File: config.mk
export PLATFORM = sky130hd
export DESIGN_NAME = chash_ram
export DESIGN_NICKNAME = d
export VERILOG_FILES = /design/src/hdl/chash_ram.sv
export SDC_FILE = /design/constraint.sdc
export NUM_CORES = 1
export LEC_CHECK = 0
export ABC_AREA = 1
export BUFFER_PORTS_ARGS = -buffer_cell sky130_fd_sc_hd__buf_2
export CAP_MARGIN = 25
export CORE_MARGIN = 5
export CORE_UTILIZATION = 61
export CTS_CLUSTER_SIZE = 16
export DETAILED_ROUTE_END_ITERATION = 6
export PLACE_DENSITY = 0.79
export SETUP_SLACK_MARGIN = 0.2
export SLEW_MARGIN = 15
export SYNTH_ARGS = -nofsm -noshare
export SYNTH_HDL_FRONTEND = slang
export SYNTH_SLANG_ARGS = --single-unit
File: constraint.sdc
create_clock -name clk -period 1.2 [get_ports clk]
set_input_delay 0.06 -clock clk [delete_from_list [all_inputs] [get_ports clk]]
set_output_delay 0.06 -clock clk [all_outputs]
set_load 0.02 [all_outputs]
File: src/hdl/chash_ram.sv
// generic single-write, single-read ram with registered read data
module chash_ram #(
  parameter int WIDTH = 8,
  parameter int DEPTH = 16
) (
  input  logic                     clk,
  input  logic                     we,
  input  logic [$clog2(DEPTH)-1:0] waddr,
  input  logic [WIDTH-1:0]         wdata,
  input  logic [$clog2(DEPTH)-1:0] raddr,
  output logic [WIDTH-1:0]         rdata
);

  logic [WIDTH-1:0] mem [DEPTH];

  always_ff @(posedge clk) begin
    if (we) begin
      mem[waddr] <= wdata;
    end
    rdata <= mem[raddr];
  end

endmodule

==> results of run 1 <==
synth_stat cells (all sizes together):
master	instances	area [um^2]
nand3b	2	15.01
edfxtp	128	3844
dfxtp	8	160.2
nand3	97	485.5
nor2	17	63.81
buf	24	166.4
nand2	173	649.4
inv	102	382.9
registers in the layout (all words and copies together), names as in the netlist:
name / cells
mem: 128
rdata: 8
what timing repair did:
| item | 4_1_cts | 5_1_grt |
|---|---|---|
| gates resized for setup | 25 | 31 |
| hold buffers | 9 | 0 |
| setup endpoints to repair | 9 | 16 |
| endpoints found under the hold margin | 136 | 0 |
| pin swaps | 0 | 15 |
layout make-up:
| cell class | instances | share of cell area [%] |
|---|---|---|
| clock buffer | 19 | 6.174 |
| clock inverter | 13 | 1.754 |
| inverter | 102 | 5.476 |
| multi-input combinational | 289 | 19.40 |
| sequential | 136 | 57.41 |
| tap | 129 | 2.309 |
| timing repair buffer | 60 | 7.480 |
kinds of logic after synthesis:
logic type             Yosys count
and+or+nand+nor                289
buffers and inverters          126
DFF                            136
stage by stage:
| step | total power, W | std cells | util (%) |
|---|---|---|---|
| floorplan | 0.005848 | 551 | - |
| global placement | 0.006116 | 707 | 66.50 |
| detailed placement | 0.006144 | 707 | 66.50 |
| CTS | 0.01095 | 748 | 74.18 |
| global route | 0.01131 | 748 | 75.67 |
| finish | 0.01096 | 748 | 75.67 |
power groups by stage:
stage / clock network [W] / registers (W) / logic, W
finish: 0.00478 / 0.00536 / 0.000822
global route: 0.00506 / 0.00536 / 0.000893
CTS: 0.00482 / 0.00536 / 0.000771
detailed placement: 0 / 0.00544 / 0.000703
global placement: 0 / 0.00544 / 0.000678
floorplan: 0 / 0.00547 / 0.000375
worst max path at each step:
| stage | start | endpoint | depth (start not counted) |
|---|---|---|---|
| after detailed placement | raddr[0] | rdata[4]$_DFF_P_ | 7 |
| final | rdata[2]$_DFF_P_ | rdata[2] | 1 |
| after global placement | raddr[0] | rdata[4]$_DFF_P_ | 7 |
| after global routing | mem[13][3]$_DFFE_PP_ | rdata[3]$_DFF_P_ | 6 |
| after CTS | rdata[7]$_DFF_P_ | rdata[7] | 1 |
| after floorplan | waddr[2] | mem[10][0]$_DFFE_PP_ | 2 |
worst min-delay path, stage by stage:
cell,delay (ps)
buf_2,100
inv_1,40
buf_4,190
nand3_1,110
nand3_1,70
nand2_1,50
layer usage:
| layer | part of all wire [%] | vias to the layer above | track usage (%) |
|---|---|---|---|
| met5 | 0 | - | 0 |
| met4 | 2.2 | 0 | 7.489 |
| met3 | 7.3 | 24 | 5.479 |
| met2 | 52 | 201 | 42.36 |
| met1 | 38 | 1904 | 30.14 |
| li1 | - | 1885 | - |
==> results.py, run 1 <==
metrics = {
    "logic_synthesis": {
        "synth_xor_area_share_pct": 0,
        "synthAdderAreaFrac_pct": 0,
        "syn-cell-area_um2": 5767,
        "yosysWarnings": 0,
        "seq_area_frac_synth_pct": 69.43,
        "synthMuxAreaShare_pct": 0,
        "synthCells": 551,
        "syn_nets": 569,
        "synth.distinct_cells": 12,
        "synth_top_family_by_area": "simple AND/OR/NAND/NOR gates",
        "ys_ff_latch": 136,
        "synthSimpleGateAreaFrac_pct": 21.05,
        "synth-compound-area-share_pct": 0,
        "avgSynthCellArea_um2": 10.47,
    },
    "sta": {
        "maxSlewViolCount": 0,
        "fin_crit_sh_pct": 85.75,
        "worst_slew_pin_slew_ps": 389.5,
        "setup_viol": 0,
        "hold_viol": 0,
        "rsz0062_at_grt": "true",
        "holdWs_ps": 147.2,
        "slew_headroom_pct": 74.03,
        "setup_slack_ps": 170.9,
        "fmax_mhz": 971.8,
        "skew_ps": 9.587,
        "tns_ps": 0,
        "finalCriticalPeriod_ps": 1029,
    },
    "clock_tree": {
        "cts_inserted_buffers": 17,
        "cts_sinks": 136,
        "cts_tree": "yes",
        "cts-root-buf": "clkbuf_8",
        "path_clk_slew_ps": 60,
        "clk_latency_ps": 510,
        "post_cts_buffers": 0,
        "htree_levels": 4,
        "ctsLongestPathBuffers": 2,
    },
    "floorplan": {
        "fp.coreArea_um2": 9240,
        "std_cell_rows": 35,
        "die_h_um": 107.2,
        "die_w_um": 107.2,
        "dieArea_um2": 11500,
        "start_util_pct": 62.41,
        "pin_count": 26,
    },
    "critical_path": {
        "timing.rr.end": "rdata[4]$_DFF_P_",
        "r2r_setup_slack_ps": 180,
        "critPathTopFamily": "flip-flops",
        "crit_type": "flip-flop to output pin",
        "worstPathArrival_ps": 970,
        "path_max_fanout": 1,
        "start_kind": "flip-flop",
        "critPathRequiredTime_ps": 1140,
        "critPathCaptureType": "output pin",
        "worstRegToRegCells": 6,
        "crit_buf_inv": 1,
        "cp_slowest_stage_delay_ps": 340,
        "path_cells": "buf_6",
        "worst_path_max_delay_cell": "dfxtp_2",
        "timing.rr.start": "mem[4][4]$_DFFE_PP_",
    },
    "drt": {
        "drtAntennaViolNets": 0,
        "vias": 4014,
        "route.detailed.wl_per_inst_um": 17.91,
        "drtIter0Drc": 377,
        "firstDrtPassIters": 5,
        "totalWireLength_um": 13400,
        "drcViolationCount": 0,
        "viasPerCell": 5.366,
    },
    "global_routing": {
        "antenna_found_initial": 0,
        "grt_pass1_wl_um": 20620,
        "grt_overflow": 0,
        "track_usage_pct": 24.27,
        "grt_pass1_vias": 3978,
        "grt_max_degree": 65,
    },
    "min_path": {
        "worstHoldEndpoint": "rdata[5]$_DFF_P_",
        "min_from": "raddr[2]",
        "whs_path_depth": 6,
        "hold_path_class": "input port to flip-flop",
    },
    "power": {
        "combPwrFrac_pct": 7.5,
        "vdd_ir_drop_max_uv": 1288,
        "seqPwrFrac_pct": 48.9,
        "power_density_nw_per_um2": 1568,
        "switching_power_w": 0.002536,
        "clkPwrFrac_pct": 43.6,
        "p_leak_nw": 3.042,
        "p_int_w": 0.008425,
        "switching_share_pct": 23.14,
    },
    "placed_design": {
        "placed_area_um2": 6145,
        "dpl.hpwl_um": 8015,
        "routabilityCongestion": 0.8566,
        "dp_slack_ps": 83.74,
        "port_buffers": 25,
    },
    "finish": {
        "drive_gt1_share_pct": 20.03,
        "multiInputGateArea_um2": 1356,
        "register_area_um2": 4014,
        "syn_to_final_growth_pct": 21.24,
        "mostFrequentLayoutCells": "nand2_1, edfxtp_1, inv_1",
        "final_common_cell": "nand2_1",
        "fillers": 586,
        "design_area_um2": 6992,
        "antenna_cells": 0,
        "fin_nets": 624,
    },
    "outcome": {
        "status": "finished, final reports clean",
    },
    "flow_run": {
        "drv_cap": 0,
    },
}
No activity file was read; power rests on OpenSTA's default activity.
==> run 2: changes to the inputs <==
- RECOVER_POWER: default -> 50
==> run 2 against run 1 <==
Cell count unchanged. Design area decreased by 0.93%. Clock power about the same.
==> results.py, run 2 (synthesis results as in run 1) <==
metrics = {
    "clock_tree": {
        "post_cts_buffers": 0,
        "cts_inserted_buffers": 17,
        "path_clk_slew_ps": 60,
        "cts_tree": "yes",
        "cts-root-buf": "clkbuf_8",
        "htree_levels": 4,
        "ctsLongestPathBuffers": 2,
        "cts_sinks": 136,
        "clk_latency_ps": 510,
    },
    "global_routing": {
        "grt_max_degree": 65,
        "track_usage_pct": 24.27,
        "grt_pass1_wl_um": 20620,
        "antenna_found_initial": 0,
        "grt_overflow": 0,
        "grt_pass1_vias": 3978,
    },
    "finish": {
        "final_common_cell": "nand2_1",
        "register_area_um2": 4014,
        "fin_nets": 624,
        "fin_cells": 748,
        "top_register": "mem",
        "largest_reg_flops": 128,
        "antenna_cells": 0,
        "syn_to_final_growth_pct": 20.11,
        "top_regs": "mem (128), rdata (8)",
        "drive_gt1_share_pct": 16.48,
        "fillers": 617,
        "mostFrequentLayoutCells": "nand2_1, edfxtp_1, inv_1",
        "multiInputGateArea_um2": 1356,
    },
    "drt": {
        "vias": 4037,
        "drtAntennaViolNets": 0,
        "viasPerCell": 5.397,
        "drcViolationCount": 0,
        "totalWireLength_um": 13450,
        "firstDrtPassIters": 5,
        "route.detailed.wl_per_inst_um": 17.99,
        "drtIter0Drc": 361,
    },
    "placed_design": {
        "dp.cells": 707,
        "port_buffers": 25,
        "dpl.hpwl_um": 8015,
        "routabilityCongestion": 0.8566,
    },
    "sta": {
        "fin_crit_sh_pct": 86.74,
        "hold_viol": 0,
        "slew_headroom_pct": 46.11,
        "skew_ps": 9.605,
        "maxSlewViolCount": 0,
        "rsz0062_at_grt": "true",
        "tns_ps": 0,
        "fmax_mhz": 960.8,
        "finalCriticalPeriod_ps": 1041,
        "setup_viol": 0,
        "worst_slew_pin_slew_ps": 808.3,
    },
    "floorplan": {
        "dieArea_um2": 11500,
        "die_h_um": 107.2,
        "start_util_pct": 62.41,
        "pin_count": 26,
        "die_w_um": 107.2,
        "std_cell_rows": 35,
        "fp.coreArea_um2": 9240,
    },
    "outcome": {
        "status": "finished, final reports clean",
    },
    "power": {
        "seqPwrFrac_pct": 48.9,
        "combPwrFrac_pct": 7.4,
        "p_leak_nw": 2.959,
        "switching_power_w": 0.002542,
        "power_density_nw_per_um2": 1582,
        "clkPwrFrac_pct": 43.7,
        "p_int_w": 0.008416,
        "vdd_ir_drop_max_uv": 1290,
        "switching_share_pct": 23.20,
    },
    "critical_path": {
        "worst_path_max_delay_cell": "clkbuf_1",
        "worstPathArrival_ps": 1180,
        "cp_slowest_stage_delay_ps": 530,
        "critPathCaptureType": "flip-flop",
        "cp_common_cell": "clkbuf_1",
        "start_kind": "input port",
        "path_cells": "clkbuf_1 -> nand3_1 -> nor2_1 -> clkbuf_1",
        "path_max_fanout": 8,
        "crit_type": "input port to flip-flop",
        "critPathRequiredTime_ps": 1340,
    },
    "flow_run": {
        "drv_cap": 0,
    },
    "min_path": {
        "hold_path_class": "input port to flip-flop",
    },
}
-- run 2: final timing paths --
check | from | endpoint | slack [ps] | depth (start not counted)
setup / recovery | waddr[3] | mem[13][0]$_DFFE_PP_ | 160 | 4
setup reg to reg | mem[4][4]$_DFFE_PP_ | rdata[4]$_DFF_P_ | 200 | 6
hold reg to reg | mem[11][6]$_DFFE_PP_ | rdata[6]$_DFF_P_ | 690 | 6
hold / removal | raddr[2] | rdata[5]$_DFF_P_ | 150 | 6
-- run 2: area by class of cell --
type | instances | area share [%]
multi-input cells | 289 | 19.58
clock buffers | 19 | 6.232
clock inverters | 13 | 1.770
flip-flops and latches | 136 | 57.95
well taps | 129 | 2.330
inverters | 102 | 5.527
repair buffers | 60 | 6.611
-- run 2: what timing repair did --
item | CTS | global route
hold buffers | 9 | 0
hold endpoints to repair | 136 | 0
resized for setup | 25 | 31
setup endpoints to repair | 9 | 16
pin swaps | 0 | 15
-- run 2: routing by layer --
metal | track usage (%) | part of all wire, %
met3 | 5.479 | 7.3
met5 | 0 | 0
met4 | 7.489 | 2.2
met2 | 42.36 | 52
met1 | 30.14 | 39
-- run 2: power by group through the flow --
stage | Combinational [W] | Clock [W] | Sequential (W)
detailed placement | 0.000703 | 0 | 0.00544
floorplan | 0.000375 | 0 | 0.00547
global placement | 0.000678 | 0 | 0.00544
global route | 0.000883 | 0.00506 | 0.00537
finish | 0.000813 | 0.00479 | 0.00536
CTS | 0.000771 | 0.00482 | 0.00536
-- run 2: worst max-delay path, delay by kind of cell --
| kind | cells | cell delay [ps] |
|---|---|---|
| buffers and inverters | 2 | 690 |
| and+or+nand+nor | 2 | 420 |
-- run 2: per-stage QoR --
step / hold WS [ps] / total power [W] / worst slack (ps) / instance area (um^2) / util (%)
after CTS: 105.5 / 0.01095 / 153.6 / 6854 / 74.18
after global routing: 143.8 / 0.01131 / 113.7 / 6927 / 74.96
after detailed placement: 434.4 / 0.006144 / 83.74 / 6145 / 66.50
after global placement: 424.1 / 0.006116 / 91.11 / 6145 / 66.50
after floorplan: 158.9 / 0.005848 / 189.2 / 5767 / -
final: 153.1 / 0.01096 / 159.2 / 6927 / 74.96
==> run 3: changes to the inputs <==
- CORE_ASPECT_RATIO: default -> 2
- CTS_BUF_LIST: default -> sky130_fd_sc_hd__clkbuf_4 sky130_fd_sc_hd__clkbuf_8 sky130_fd_sc_hd__clkbuf_16
==> run 3 against run 2 <==
First-iteration DRC count is 0.28% higher. Global-route usage is 0.74 points lower. Via count is 3.2% lower.
==> results.py, run 3 (synthesis results as in run 1) <==
metrics = {
    "outcome": {
        "status": "finished, final reports clean",
    },
    "clock_tree": {
        "htree_levels": 4,
        "cts-root-buf": "clkbuf_16",
        "post_cts_buffers": 0,
        "cts_sinks": 136,
        "cts_inserted_buffers": 17,
        "clk_latency_ps": 410,
        "cts_tree": "yes",
        "ctsLongestPathBuffers": 2,
        "path_clk_slew_ps": 60,
    },
    "finish": {
        "fin_cells": 717,
        "mostFrequentLayoutCells": "nand2_1, edfxtp_1, inv_1",
        "final_common_cell": "nand2_1",
        "drive_gt1_share_pct": 16.48,
        "largest_reg_flops": 128,
        "multiInputGateArea_um2": 1339,
        "antenna_cells": 0,
        "top_regs": "mem (128), rdata (8)",
        "syn_to_final_growth_pct": 18.29,
        "top_register": "mem",
        "fin_nets": 618,
        "register_area_um2": 4005,
        "fillers": 586,
    },
    "power": {
        "power_density_nw_per_um2": 1608,
        "vdd_ir_drop_max_uv": 1131,
        "p_leak_nw": 2.987,
    },
    "sta": {
        "rsz0062_at_grt": "true",
        "slew_headroom_pct": 38.38,
        "hold_viol": 0,
        "fin_crit_sh_pct": 81.62,
        "setup_viol": 0,
        "setup_slack_ps": 220.5,
        "finalCriticalPeriod_ps": 979.5,
        "maxSlewViolCount": 0,
        "skew_ps": 7.700,
        "worst_slew_pin_slew_ps": 924.3,
        "fmax_mhz": 1021,
    },
    "min_path": {
        "hold_path_class": "input port to flip-flop",
    },
    "critical_path": {
        "critPathRequiredTime_ps": 1510,
        "start_kind": "flip-flop",
        "worstPathArrival_ps": 1290,
        "crit_type": "flip-flop to flip-flop",
        "path_max_fanout": 1,
        "critPathCaptureType": "flip-flop",
    },
    "floorplan": {
        "fp.coreArea_um2": 9321,
        "die_w_um": 78.75,
        "start_util_pct": 61.87,
        "std_cell_rows": 50,
        "die_h_um": 147.5,
        "dieArea_um2": 11620,
        "pin_count": 26,
    },
    "placed_design": {
        "dp.cells": 684,
        "dp_slack_ps": -19.56,
        "port_buffers": 25,
        "dpl.hpwl_um": 8258,
        "routabilityCongestion": 0.8885,
    },
    "drt": {
        "drtAntennaViolNets": 0,
        "firstDrtPassIters": 6,
        "totalWireLength_um": 12800,
        "drcViolationCount": 0,
        "drtIter0Drc": 362,
        "viasPerCell": 5.448,
        "route.detailed.wl_per_inst_um": 17.85,
        "vias": 3906,
    },
    "global_routing": {
        "grt_pass1_vias": 3863,
        "track_usage_pct": 23.53,
        "grt_overflow": 0,
        "antenna_found_initial": 0,
        "grt_pass1_wl_um": 19900,
        "grt_max_degree": 41,
    },
    "flow_run": {
        "drv_cap": 0,
    },
}
run 3: cell types whose count changed in the layout (fill, tap and decap cells not counted), moves of 3 or more:
cell,previous run,this run
dfxtp_2,8,1
dlygate4sd3_1,9,1
nand3_1,70,74
dfxtp_1,0,7
buf_2,10,14
clkbuf_1,23,10
nand3_2,27,22
clkinv_2,2,5
buf_6,8,0
buf_4,6,24
run 3: final timing paths:
check	startpoint	to	slack, ps	depth (start not counted)
setup / recovery	mem[2][7]$_DFFE_PP_	rdata[7]$_DFF_P_	220	6
hold / removal	raddr[1]	rdata[5]$_DFF_P_	120	5
setup reg to reg	mem[2][7]$_DFFE_PP_	rdata[7]$_DFF_P_	220	6
hold reg to reg	mem[12][2]$_DFFE_PP_	rdata[2]$_DFF_P_	660	6
run 3: final cells by class:
type	count	share of cell area, %
clock buffers	20	6.842
clock inverters	12	1.467
inverters	102	5.613
multi-input cells	289	19.63
flip-flops and latches	136	58.71
well taps	104	1.908
repair buffers	54	5.833
run 3: per-stage QoR:
stage                     total power, W  hold slack [ps]  util (%)  cell area, um^2  setup TNS [ps]
after floorplan                 0.005848            158.9         -             5767               0
after global placement          0.006130            419.9     65.75             6128               0
after detailed placement        0.006151            423.5     65.75             6128          -19.56
after CTS                        0.01098            49.19     72.15             6725               0
after global routing             0.01131            151.5     73.18             6822               0
final                            0.01097            119.4     73.18             6822               0
run 3: per-layer routing:
layer  track usage [%]  share of wire [%]
met1             26.57                 36
met2             40.20                 55
met3             5.488                6.3
met4             13.40                2.8
met5                 0                  0
run 3: worst max-delay path, stage by stage, from the launching register on:
cell and delay, ps:
edfxtp_1 360, inv_1 60, nand2_1 50, nand3_1 100, nand3_2 140, nand3_2 110, nand2_1 50
run 3: repair_timing:
| action | in CTS | in global routing |
|---|---|---|
| pin swaps | 0 | 6 |
| hold buffers | 1 | 0 |
| resized for setup | 4 | 24 |
| endpoints found under the hold margin | 5 | 0 |
| setup endpoints to repair | 4 | 9 |
run 3: where the power goes:
part	switching, W	total [W]	internal (W)
logic	0.000519	0.000758	0.000238
registers	0.0000310	0.00535	0.00531
clock network	0.00187	0.00486	0.00299
total	0.00242	0.0110	0.00855
